$ cat config.mk
export PLATFORM = sky130hd
export DESIGN_NAME = priority_aging_tick_scheduler_core
export DESIGN_NICKNAME = d
export VERILOG_FILES = /design/src/hdl/pats_pkg.sv /design/src/hdl/priority_aging_tick_scheduler_core.sv /design/src/hdl/pats_store.sv /design/src/hdl/pats_unit.sv /design/src/hdl/pats_seq.sv
export VERILOG_INCLUDE_DIRS = /design/src /design/src/hdl
export SDC_FILE = /design/constraint.sdc
export NUM_CORES = 1
export LEC_CHECK = 0
export BUFFER_PORTS_ARGS = -buffer_cell sky130_fd_sc_hd__buf_4
export CAP_MARGIN = 20
export CORE_MARGIN = 1
export CORE_UTILIZATION = 50
export DETAILED_ROUTE_END_ITERATION = 16
export PLACE_DENSITY = 0.66
export SLEW_MARGIN = 15
export SYNTH_ARGS = -nofsm -noshare
export SYNTH_HDL_FRONTEND = slang
export SYNTH_HIERARCHICAL = 1
export SYNTH_SLANG_ARGS = --single-unit
$ cat constraint.sdc
create_clock -name clk -period 4.26 [get_ports clk]
set_input_delay 0.852 -clock clk [delete_from_list [all_inputs] [get_ports clk]]
set_output_delay 0.852 -clock clk [all_outputs]
set_load 0.005 [all_outputs]
$ cat src/hdl/priority_aging_tick_scheduler_core_macros.svh
// Assertion macros for the priority aging tick scheduler.
// Included by the top level; expects clk and rst_n in scope.
`ifndef PRIORITY_AGING_TICK_SCHEDULER_CORE_MACROS_SVH
`define PRIORITY_AGING_TICK_SCHEDULER_CORE_MACROS_SVH

// Same-cycle implication, checked outside reset.
`define PATS_ASSERT_IMP(lbl, ante, cons) \
  lbl: assert property (@(posedge clk) disable iff (!rst_n) (ante) |-> (cons)) \
    else $error("scheduler assertion failed");

// Next-cycle implication, checked outside reset.
`define PATS_ASSERT_NXT(lbl, ante, cons) \
  lbl: assert property (@(posedge clk) disable iff (!rst_n) (ante) |=> (cons)) \
    else $error("scheduler assertion failed");

`endif

$ cat src/hdl/pats_pkg.sv
// Shared types and constants of the priority aging tick scheduler.
// No dependencies.
package pats_pkg;

  localparam int        EIU_W      = 5;
  localparam logic [4:0] EIU_RESET = 5'd16;
  localparam logic [2:0] PRIO_LIMIT = 3'd6;
  localparam logic [2:0] PRIO_FLOOR = 3'd1;
  localparam logic [15:0] TIME_MAX  = 16'hFFFF;
  localparam logic [4:0] TOTAL_MAX  = 5'd31;
  localparam logic       KIND_LOAD  = 1'b0;
  localparam logic       KIND_TICK  = 1'b1;

  typedef struct packed {
    logic        kind;
    logic [3:0]  entry_index;
    logic [15:0] arrival_time;
    logic [7:0]  run_time;
    logic [2:0]  start_priority;
  } pats_in_t;

  typedef struct packed {
    logic [15:0] tick_time;
    logic        busy_res;
    logic [3:0]  chosen_index;
    logic        finished_now;
    logic        all_done;
  } pats_out_t;

  typedef enum logic [1:0] {
    ST_IDLE,
    ST_SCAN,
    ST_CHARGE
  } pats_state_t;

  typedef struct packed {
    logic idle;
    logic issue;
    logic eval;
    logic commit;
  } seq_ctl_t;

  typedef struct packed {
    logic arr;
    logic rem;
    logic pri;
  } mem_we_t;

endpackage

$ cat src/hdl/priority_aging_tick_scheduler_core.sv
// Priority aging tick scheduler: a table of tasks is loaded, and each tick picks
// the most urgent arrived task, charges it one unit and ages every unfinished
// entry in use. During a tick the sequencer reads one table entry per cycle
// through the single read port of the entry memories, over the effective
// number of entries in use, and passes it through the shared compare and aging
// unit, then charges the chosen entry once the output register is free. The
// result sits in an output register, so loads and the next tick are taken
// while it waits.
// Depends on pats_pkg, pats_seq, pats_unit, pats_store and the macro header.
`include "priority_aging_tick_scheduler_core_macros.svh"

module priority_aging_tick_scheduler_core #(
  parameter int NUM_ENTRIES = 16
) (
  input  logic                            clk,
  input  logic                            rst_n,
  input  logic                            in_valid,
  output logic                            in_ready,
  input  pats_pkg::pats_in_t              in_data,
  output logic                            out_valid,
  input  logic                            out_ready,
  output pats_pkg::pats_out_t             out_data,
  input  logic                            cfg_valid,
  output logic                            cfg_ready,
  input  logic [pats_pkg::EIU_W-1:0]      cfg_data
);
  import pats_pkg::*;

  localparam int IDX_W = $clog2(NUM_ENTRIES);
  localparam int CNT_W = $clog2(NUM_ENTRIES + 1);

  seq_ctl_t          ctl;
  logic [IDX_W-1:0]  rd_addr;
  logic [IDX_W-1:0]  eval_idx;
  logic [CNT_W-1:0]  n_eff;
  logic              commit_ok;

  logic [EIU_W-1:0]       eiu_r;
  logic [15:0]            time_r;
  logic [4:0]             total_r;
  logic [NUM_ENTRIES-1:0] fin_r;
  logic                   best_vld_r;
  logic [IDX_W-1:0]       best_idx_r;
  logic [2:0]             best_prio_r;
  logic [7:0]             best_rem_r;
  logic                   out_valid_r, out_valid_nxt;
  pats_out_t              out_data_r, out_data_nxt;

  logic              in_acc, start, load_ok;
  logic [IDX_W-1:0]  load_addr;
  logic [15:0]       rd_arrival;
  logic [7:0]        rd_remaining;
  logic [2:0]        rd_priority;
  logic              better;
  logic [2:0]        aged_prio;
  logic              fin_now;
  logic [7:0]        rem_charged;
  logic [4:0]        total_chg;
  mem_we_t           we;
  logic [IDX_W-1:0]  wr_addr;
  logic [7:0]        wr_remaining;
  logic [2:0]        wr_priority;

  assign in_ready  = ctl.idle;
  assign cfg_ready = 1'b1;
  assign in_acc    = in_valid && in_ready;
  assign start     = in_acc && (in_data.kind == KIND_TICK);
  assign load_ok   = in_acc && (in_data.kind == KIND_LOAD) &&
                     (32'(in_data.entry_index) < NUM_ENTRIES);
  assign load_addr = IDX_W'(in_data.entry_index);
  assign commit_ok = !out_valid_r || out_ready;

  always_comb begin
    if (eiu_r == '0) begin
      n_eff = CNT_W'(1);
    end else if (32'(eiu_r) > NUM_ENTRIES) begin
      n_eff = CNT_W'(NUM_ENTRIES);
    end else begin
      n_eff = CNT_W'(eiu_r);
    end
  end

  pats_seq #(.NUM_ENTRIES(NUM_ENTRIES)) u_seq (
    .clk        (clk),
    .rst_n      (rst_n),
    .start      (start),
    .n_eff      (n_eff),
    .commit_ok  (commit_ok),
    .ctl        (ctl),
    .rd_addr    (rd_addr),
    .eval_idx_r (eval_idx)
  );

  pats_unit u_unit (
    .arrival   (rd_arrival),
    .prio      (rd_priority),
    .finished  (fin_r[eval_idx]),
    .time_now  (time_r),
    .best_prio (best_prio_r),
    .better    (better),
    .aged_prio (aged_prio)
  );

  assign fin_now     = best_vld_r && (best_rem_r <= 8'd1);
  assign rem_charged = fin_now ? 8'd0 : (best_rem_r - 8'd1);
  assign total_chg   = (fin_now && (total_r != TOTAL_MAX)) ? (total_r + 5'd1) : total_r;

  always_comb begin
    we.arr = load_ok;
    we.rem = load_ok || (ctl.commit && best_vld_r);
    we.pri = load_ok || ctl.eval;
    if (load_ok) begin
      wr_addr      = load_addr;
      wr_remaining = in_data.run_time;
      wr_priority  = in_data.start_priority;
    end else if (ctl.eval) begin
      wr_addr      = eval_idx;
      wr_remaining = rem_charged;
      wr_priority  = aged_prio;
    end else begin
      wr_addr      = best_idx_r;
      wr_remaining = rem_charged;
      wr_priority  = aged_prio;
    end
  end

  pats_store #(.NUM_ENTRIES(NUM_ENTRIES)) u_store (
    .clk            (clk),
    .we             (we),
    .wr_addr        (wr_addr),
    .wr_arrival     (in_data.arrival_time),
    .wr_remaining   (wr_remaining),
    .wr_priority    (wr_priority),
    .rd_addr        (rd_addr),
    .rd_arrival_r   (rd_arrival),
    .rd_remaining_r (rd_remaining),
    .rd_priority_r  (rd_priority)
  );

  always_comb begin
    out_data_nxt.tick_time    = time_r;
    out_data_nxt.busy_res     = best_vld_r;
    out_data_nxt.chosen_index = best_vld_r ? 4'(best_idx_r) : 4'd0;
    out_data_nxt.finished_now = fin_now;
    out_data_nxt.all_done     = (32'(total_chg) == 32'(n_eff));
    if (ctl.commit) begin
      out_valid_nxt = 1'b1;
    end else if (out_ready) begin
      out_valid_nxt = 1'b0;
    end else begin
      out_valid_nxt = out_valid_r;
    end
  end

  always_ff @(posedge clk) begin
    if (!rst_n) begin
      eiu_r       <= EIU_RESET;
      time_r      <= '0;
      total_r     <= '0;
      fin_r       <= '0;
      best_vld_r  <= 1'b0;
      out_valid_r <= 1'b0;
    end else begin
      out_valid_r <= out_valid_nxt;
      if (cfg_valid && cfg_ready) begin
        eiu_r <= cfg_data;
      end
      if (load_ok) begin
        if (fin_r[load_addr] && (total_r != 5'd0)) begin
          total_r <= total_r - 5'd1;
        end
        fin_r[load_addr] <= 1'b0;
      end
      if (start) begin
        best_vld_r <= 1'b0;
      end else if (ctl.eval && better) begin
        best_vld_r <= 1'b1;
      end
      if (ctl.commit) begin
        if (fin_now) begin
          fin_r[best_idx_r] <= 1'b1;
        end
        total_r <= total_chg;
        if (time_r != TIME_MAX) begin
          time_r <= time_r + 16'd1;
        end
      end
    end
  end

  always_ff @(posedge clk) begin
    if (start) begin
      best_prio_r <= PRIO_LIMIT;
    end else if (ctl.eval && better) begin
      best_prio_r <= rd_priority;
      best_idx_r  <= eval_idx;
      best_rem_r  <= rd_remaining;
    end
    if (ctl.commit) begin
      out_data_r <= out_data_nxt;
    end
  end

  assign out_valid = out_valid_r;
  assign out_data  = out_data_r;

  `PATS_ASSERT_NXT(a_tick_blocks_input, in_valid && in_ready && (in_data.kind == KIND_TICK), !in_ready)
  `PATS_ASSERT_NXT(a_commit_posts_result, ctl.commit, out_valid)
  `PATS_ASSERT_IMP(a_idle_result_clean, out_valid && !out_data.busy_res, (out_data.chosen_index == 4'd0) && !out_data.finished_now)

endmodule

$ cat src/hdl/pats_store.sv
// Entry table memories: arrival time, remaining time and priority.
// One write port and one registered read port each; uses pats_pkg.
module pats_store #(
  parameter int  NUM_ENTRIES = 16,
  localparam int IDX_W       = $clog2(NUM_ENTRIES)
) (
  input  logic                 clk,
  input  pats_pkg::mem_we_t    we,
  input  logic [IDX_W-1:0]     wr_addr,
  input  logic [15:0]          wr_arrival,
  input  logic [7:0]           wr_remaining,
  input  logic [2:0]           wr_priority,
  input  logic [IDX_W-1:0]     rd_addr,
  output logic [15:0]          rd_arrival_r,
  output logic [7:0]           rd_remaining_r,
  output logic [2:0]           rd_priority_r
);
  import pats_pkg::*;

  logic [15:0] arrival_mem   [NUM_ENTRIES];
  logic [7:0]  remaining_mem [NUM_ENTRIES];
  logic [2:0]  priority_mem  [NUM_ENTRIES];

  always_ff @(posedge clk) begin
    if (we.arr) begin
      arrival_mem[wr_addr] <= wr_arrival;
    end
    rd_arrival_r <= arrival_mem[rd_addr];
  end

  always_ff @(posedge clk) begin
    if (we.rem) begin
      remaining_mem[wr_addr] <= wr_remaining;
    end
    rd_remaining_r <= remaining_mem[rd_addr];
  end

  always_ff @(posedge clk) begin
    if (we.pri) begin
      priority_mem[wr_addr] <= wr_priority;
    end
    rd_priority_r <= priority_mem[rd_addr];
  end

endmodule

$ cat src/hdl/pats_unit.sv
// Shared per-entry unit: eligibility and priority compare, and aging.
// Used once per scanned entry; uses pats_pkg.
module pats_unit (
  input  logic [15:0] arrival,
  input  logic [2:0]  prio,
  input  logic        finished,
  input  logic [15:0] time_now,
  input  logic [2:0]  best_prio,
  output logic        better,
  output logic [2:0]  aged_prio
);
  import pats_pkg::*;

  assign better    = !finished && (arrival <= time_now) && (prio < best_prio);
  assign aged_prio = (!finished && (prio > PRIO_FLOOR)) ? (prio - 3'd1) : prio;

endmodule

$ cat src/hdl/pats_seq.sv
// Sequencer: walks the table one entry per cycle for each tick.
// Produces read addresses and phase strobes; uses pats_pkg.
module pats_seq #(
  parameter int  NUM_ENTRIES = 16,
  localparam int IDX_W       = $clog2(NUM_ENTRIES),
  localparam int CNT_W       = $clog2(NUM_ENTRIES + 1)
) (
  input  logic                clk,
  input  logic                rst_n,
  input  logic                start,
  input  logic [CNT_W-1:0]    n_eff,
  input  logic                commit_ok,
  output pats_pkg::seq_ctl_t  ctl,
  output logic [IDX_W-1:0]    rd_addr,
  output logic [IDX_W-1:0]    eval_idx_r
);
  import pats_pkg::*;

  pats_state_t      state_r, state_nxt;
  logic [CNT_W-1:0] cnt_r, cnt_nxt;
  logic             rd_vld_r, rd_vld_nxt;

  always_ff @(posedge clk) begin
    if (!rst_n) begin
      state_r  <= ST_IDLE;
      cnt_r    <= '0;
      rd_vld_r <= 1'b0;
    end else begin
      state_r  <= state_nxt;
      cnt_r    <= cnt_nxt;
      rd_vld_r <= rd_vld_nxt;
    end
  end

  always_ff @(posedge clk) begin
    eval_idx_r <= rd_addr;
  end

  always_comb begin
    state_nxt = state_r;
    cnt_nxt   = cnt_r;
    case (state_r)
      ST_IDLE: begin
        cnt_nxt = '0;
        if (start) begin
          state_nxt = ST_SCAN;
        end
      end
      ST_SCAN: begin
        if (cnt_r == n_eff) begin
          state_nxt = ST_CHARGE;
        end else begin
          cnt_nxt = cnt_r + CNT_W'(1);
        end
      end
      ST_CHARGE: begin
        if (commit_ok) begin
          state_nxt = ST_IDLE;
        end
      end
      default: begin
        state_nxt = ST_IDLE;
      end
    endcase
  end

  always_comb begin
    ctl.idle   = 1'b0;
    ctl.issue  = 1'b0;
    ctl.commit = 1'b0;
    case (state_r)
      ST_IDLE: begin
        ctl.idle = 1'b1;
      end
      ST_SCAN: begin
        ctl.issue = (cnt_r != n_eff);
      end
      ST_CHARGE: begin
        ctl.commit = commit_ok;
      end
      default: begin
        ctl.idle = 1'b0;
      end
    endcase
    ctl.eval = rd_vld_r;
  end

  assign rd_vld_nxt = ctl.issue;
  assign rd_addr    = cnt_r[IDX_W-1:0];

endmodule

==> flow_summary.ini <==
[yosys]
yosysWarnings = 6
netlist_area_um2 = 22330
syn_inst = 1328
syn-num-nets = 1397
avgSynthCellArea_um2 = 16.81

[detailed_routing]
viasPerCell = 5.822
routed_wl_um = 48550
first_iter_violations = 1206
ant_nets = 0
wire_per_inst_um = 23.55
vias = 12010
drtPass1Iterations = 5
drc_errors = 0

[setup_path]
path_delay_family = multiplexers
crit_type = flip-flop to flip-flop
reg2reg_from = u_seq/eval_idx_r[0]
start_kind = flip-flop
end_kind = flip-flop
crit_start = u_seq/eval_idx_r[0]
rrSetupSlack_ns = 0.98
regToRegEndpoint = best_rem_r[0]
slowest_delay_ns = 0.56
critical_path.max_fanout = 12
worstPathArrival_ns = 3.59
required_ns = 4.57
cp_slowest_cell = mux4_2
worst-r2r-cell-count = 8
path_common_cell = mux4_2
path_buf_inv = 1
crit_chain = mux4_2 -> mux4_2 -> a2111o_1 -> nor4_1 -> a21o_1 -> nand2_1 -> nor2_1 -> buf_4

[floorplan]
placementRows = 77
dieArea_um2 = 45510
die_w_um = 213.3
floorplan.initialDensity = 0.5061
io_pins = 68
fp.dieH_um = 213.3
core_um2 = 44120

[sta]
finalHoldViolations = 0
clock.fmax_ghz = 0.3047
worstMarginPinSlew_ns = 1.031
post-route-period-util = 0.7703
finalMaxSlewViolations = 0
fin_worst_skew_ns = 0.02338
hold_ws_ns = 0.4066
rsz0062_at_grt = false
finalSetupTns_ns = 0
slew_headroom = 0.3109
fin_ws_ns = 0.9784
post-route-min-period_ns = 3.282
setup_viol = 0

[final_layout]
final_layout_size_suffix_gt1_frac = 0.2491
syn2layout_area_growth_pct = 13.68
fin_nets = 1492
nFillCells = 3376
final_util = 0.5753

[clock_tree]
ctsHoldBuffers = 0
cts_resized = 0
cts_buffer_depth = 3
tritoncts = yes
postCtsSetupBuffers = 0
path_clk_slew_ns = 0.06
clk-insertion-delay-late_ns = 0.62
ctsHtreeMaxLevel = 2
cts_root_buf = clkbuf_16
cts.sink_count = 553
cts_buffers = 55

[global_route]
grt_busiest_layer = met2
track_usage = 0.2205
use_met1 = 0.3239
antenna_found_initial = 0
met3_usage = 0.04013
grt_first_pass_wirelength_um = 73110
grt_overflow = 0
grt_use_met2 = 0.3421
grt_max_degree = 56
grt_pass1_vias = 11840

[worst_hold_path]
whs_path_depth = 0
hp-class = flip-flop to flip-flop
worstHoldEndpoint = best_rem_r[4]
hp-start = u_store/rd_remaining_r[4]

[power]
leakage_nw = 8.160
irDropWorstVdd_mv = 0.2518
power_mw = 11.09
p_per_area_nw_per_um2 = 437.0

[placement]
hpwlAfterDp_um = 31220
place_ws_ns = 0.8482
port_buffers = 66
gp_congestion = 0.8317

[outcome]
status = finished clean

[run]
drv_cap = 0
[registers in the layout (all words and copies together) (netlist names), 2 cells and up]
| signal | count |
|---|---|
| time_r | 16 |
| u_store/remaining_mem | 128 |
| u_store/rd_remaining_r | 8 |
| fin_r | 16 |
| best_idx_r | 4 |
| u_seq/state_r | 2 |
| out_data | 23 |
| u_seq/cnt_r | 5 |
| total_r | 5 |
| u_store/arrival_mem | 256 |
| u_store/priority_mem | 48 |
| best_prio_r | 3 |
| eiu_r | 5 |
| best_rem_r | 8 |
| u_store/rd_priority_r | 3 |
| u_seq/eval_idx_r | 4 |
| u_store/rd_arrival_r | 16 |
[cell type report]
class,instances,area (µm²),share of cell area
antenna,1,2.502,0.00009858
timing repair buffer,108,835.8,0.03293
tap,592,740.7,0.02918
clock buffer,72,1505,0.05930
multi-input combinational,668,6140,0.2419
inverter,37,138.9,0.005471
sequential,553,15750,0.6206
clock inverter,31,269.0,0.01060
[placed cells by master (no fill, tap or decap), types with 6 or more instances in the layout]
cell type / count
a22oi_2: 20
nand3_1: 30
mux2i_1: 16
o31ai_1: 9
nor2_2: 17
xor2_1: 11
a31oi_1: 6
nand2b_1: 15
nand4_1: 14
inv_1: 35
clkinv_2: 14
nor3_1: 11
ha_1: 27
a21oi_1: 39
clkbuf_1: 11
nor2b_1: 13
clkbuf_16: 56
xnor2_1: 17
buf_4: 106
edfxtp_1: 467
a22oi_1: 35
o21ai_0: 23
clkinv_1: 8
dfxtp_1: 84
nand2_1: 92
mux4_2: 115
nor2_1: 77
[worst reg2reg max path: stages (launching register included)]
cell and delay, ns:
dfxtp_1 0.51, mux4_2 0.56, mux4_2 0.56, a2111o_1 0.36, nor4_1 0.27, a21o_1 0.25, nand2_1 0.13, nor2_1 0.13
buf_4 0.22
[power by group]
group / switching, mW / total [mW] / internal (mW)
sequential: 0.0351 / 5.96 / 5.93
clock: 2.01 / 4.69 / 2.68
combinational: 0.280 / 0.441 / 0.161
total: 2.32 / 11.1 / 8.77
[worst max path at each step]
stage / slack [ns] / end / depth (start not counted)
5_1_grt: 0.78 / best_rem_r[0] / 8
2_1_floorplan: 0.87 / best_idx_r[0] / 8
3_3_place_gp: 0.90 / u_store/remaining_mem[14][3] / 6
6_report: 0.98 / best_rem_r[0] / 8
4_1_cts: 0.98 / best_rem_r[0] / 8
3_5_place_dp: 0.85 / u_store/remaining_mem[7][2] / 5
[stage by stage]
| stage | instance area [µm²] | instances |
|---|---|---|
| 2_1_floorplan | 22330 | 1328 |
| 3_3_place_gp | 23610 | 1958 |
| 3_5_place_dp | 23610 | 1958 |
| 4_1_cts | 25380 | 2061 |
| 5_1_grt | 25380 | 2061 |
| 6_report | 25380 | 2062 |
[per-layer routing]
| layer | share of wire | wire (µm) |
|---|---|---|
| met1 | 0.45 | 21620 |
| met2 | 0.47 | 22920 |
| met3 | 0.061 | 2953 |
| met4 | 0.022 | 1051 |
| met5 | 0 | 0 |
Power figures use the tool's default switching activity.
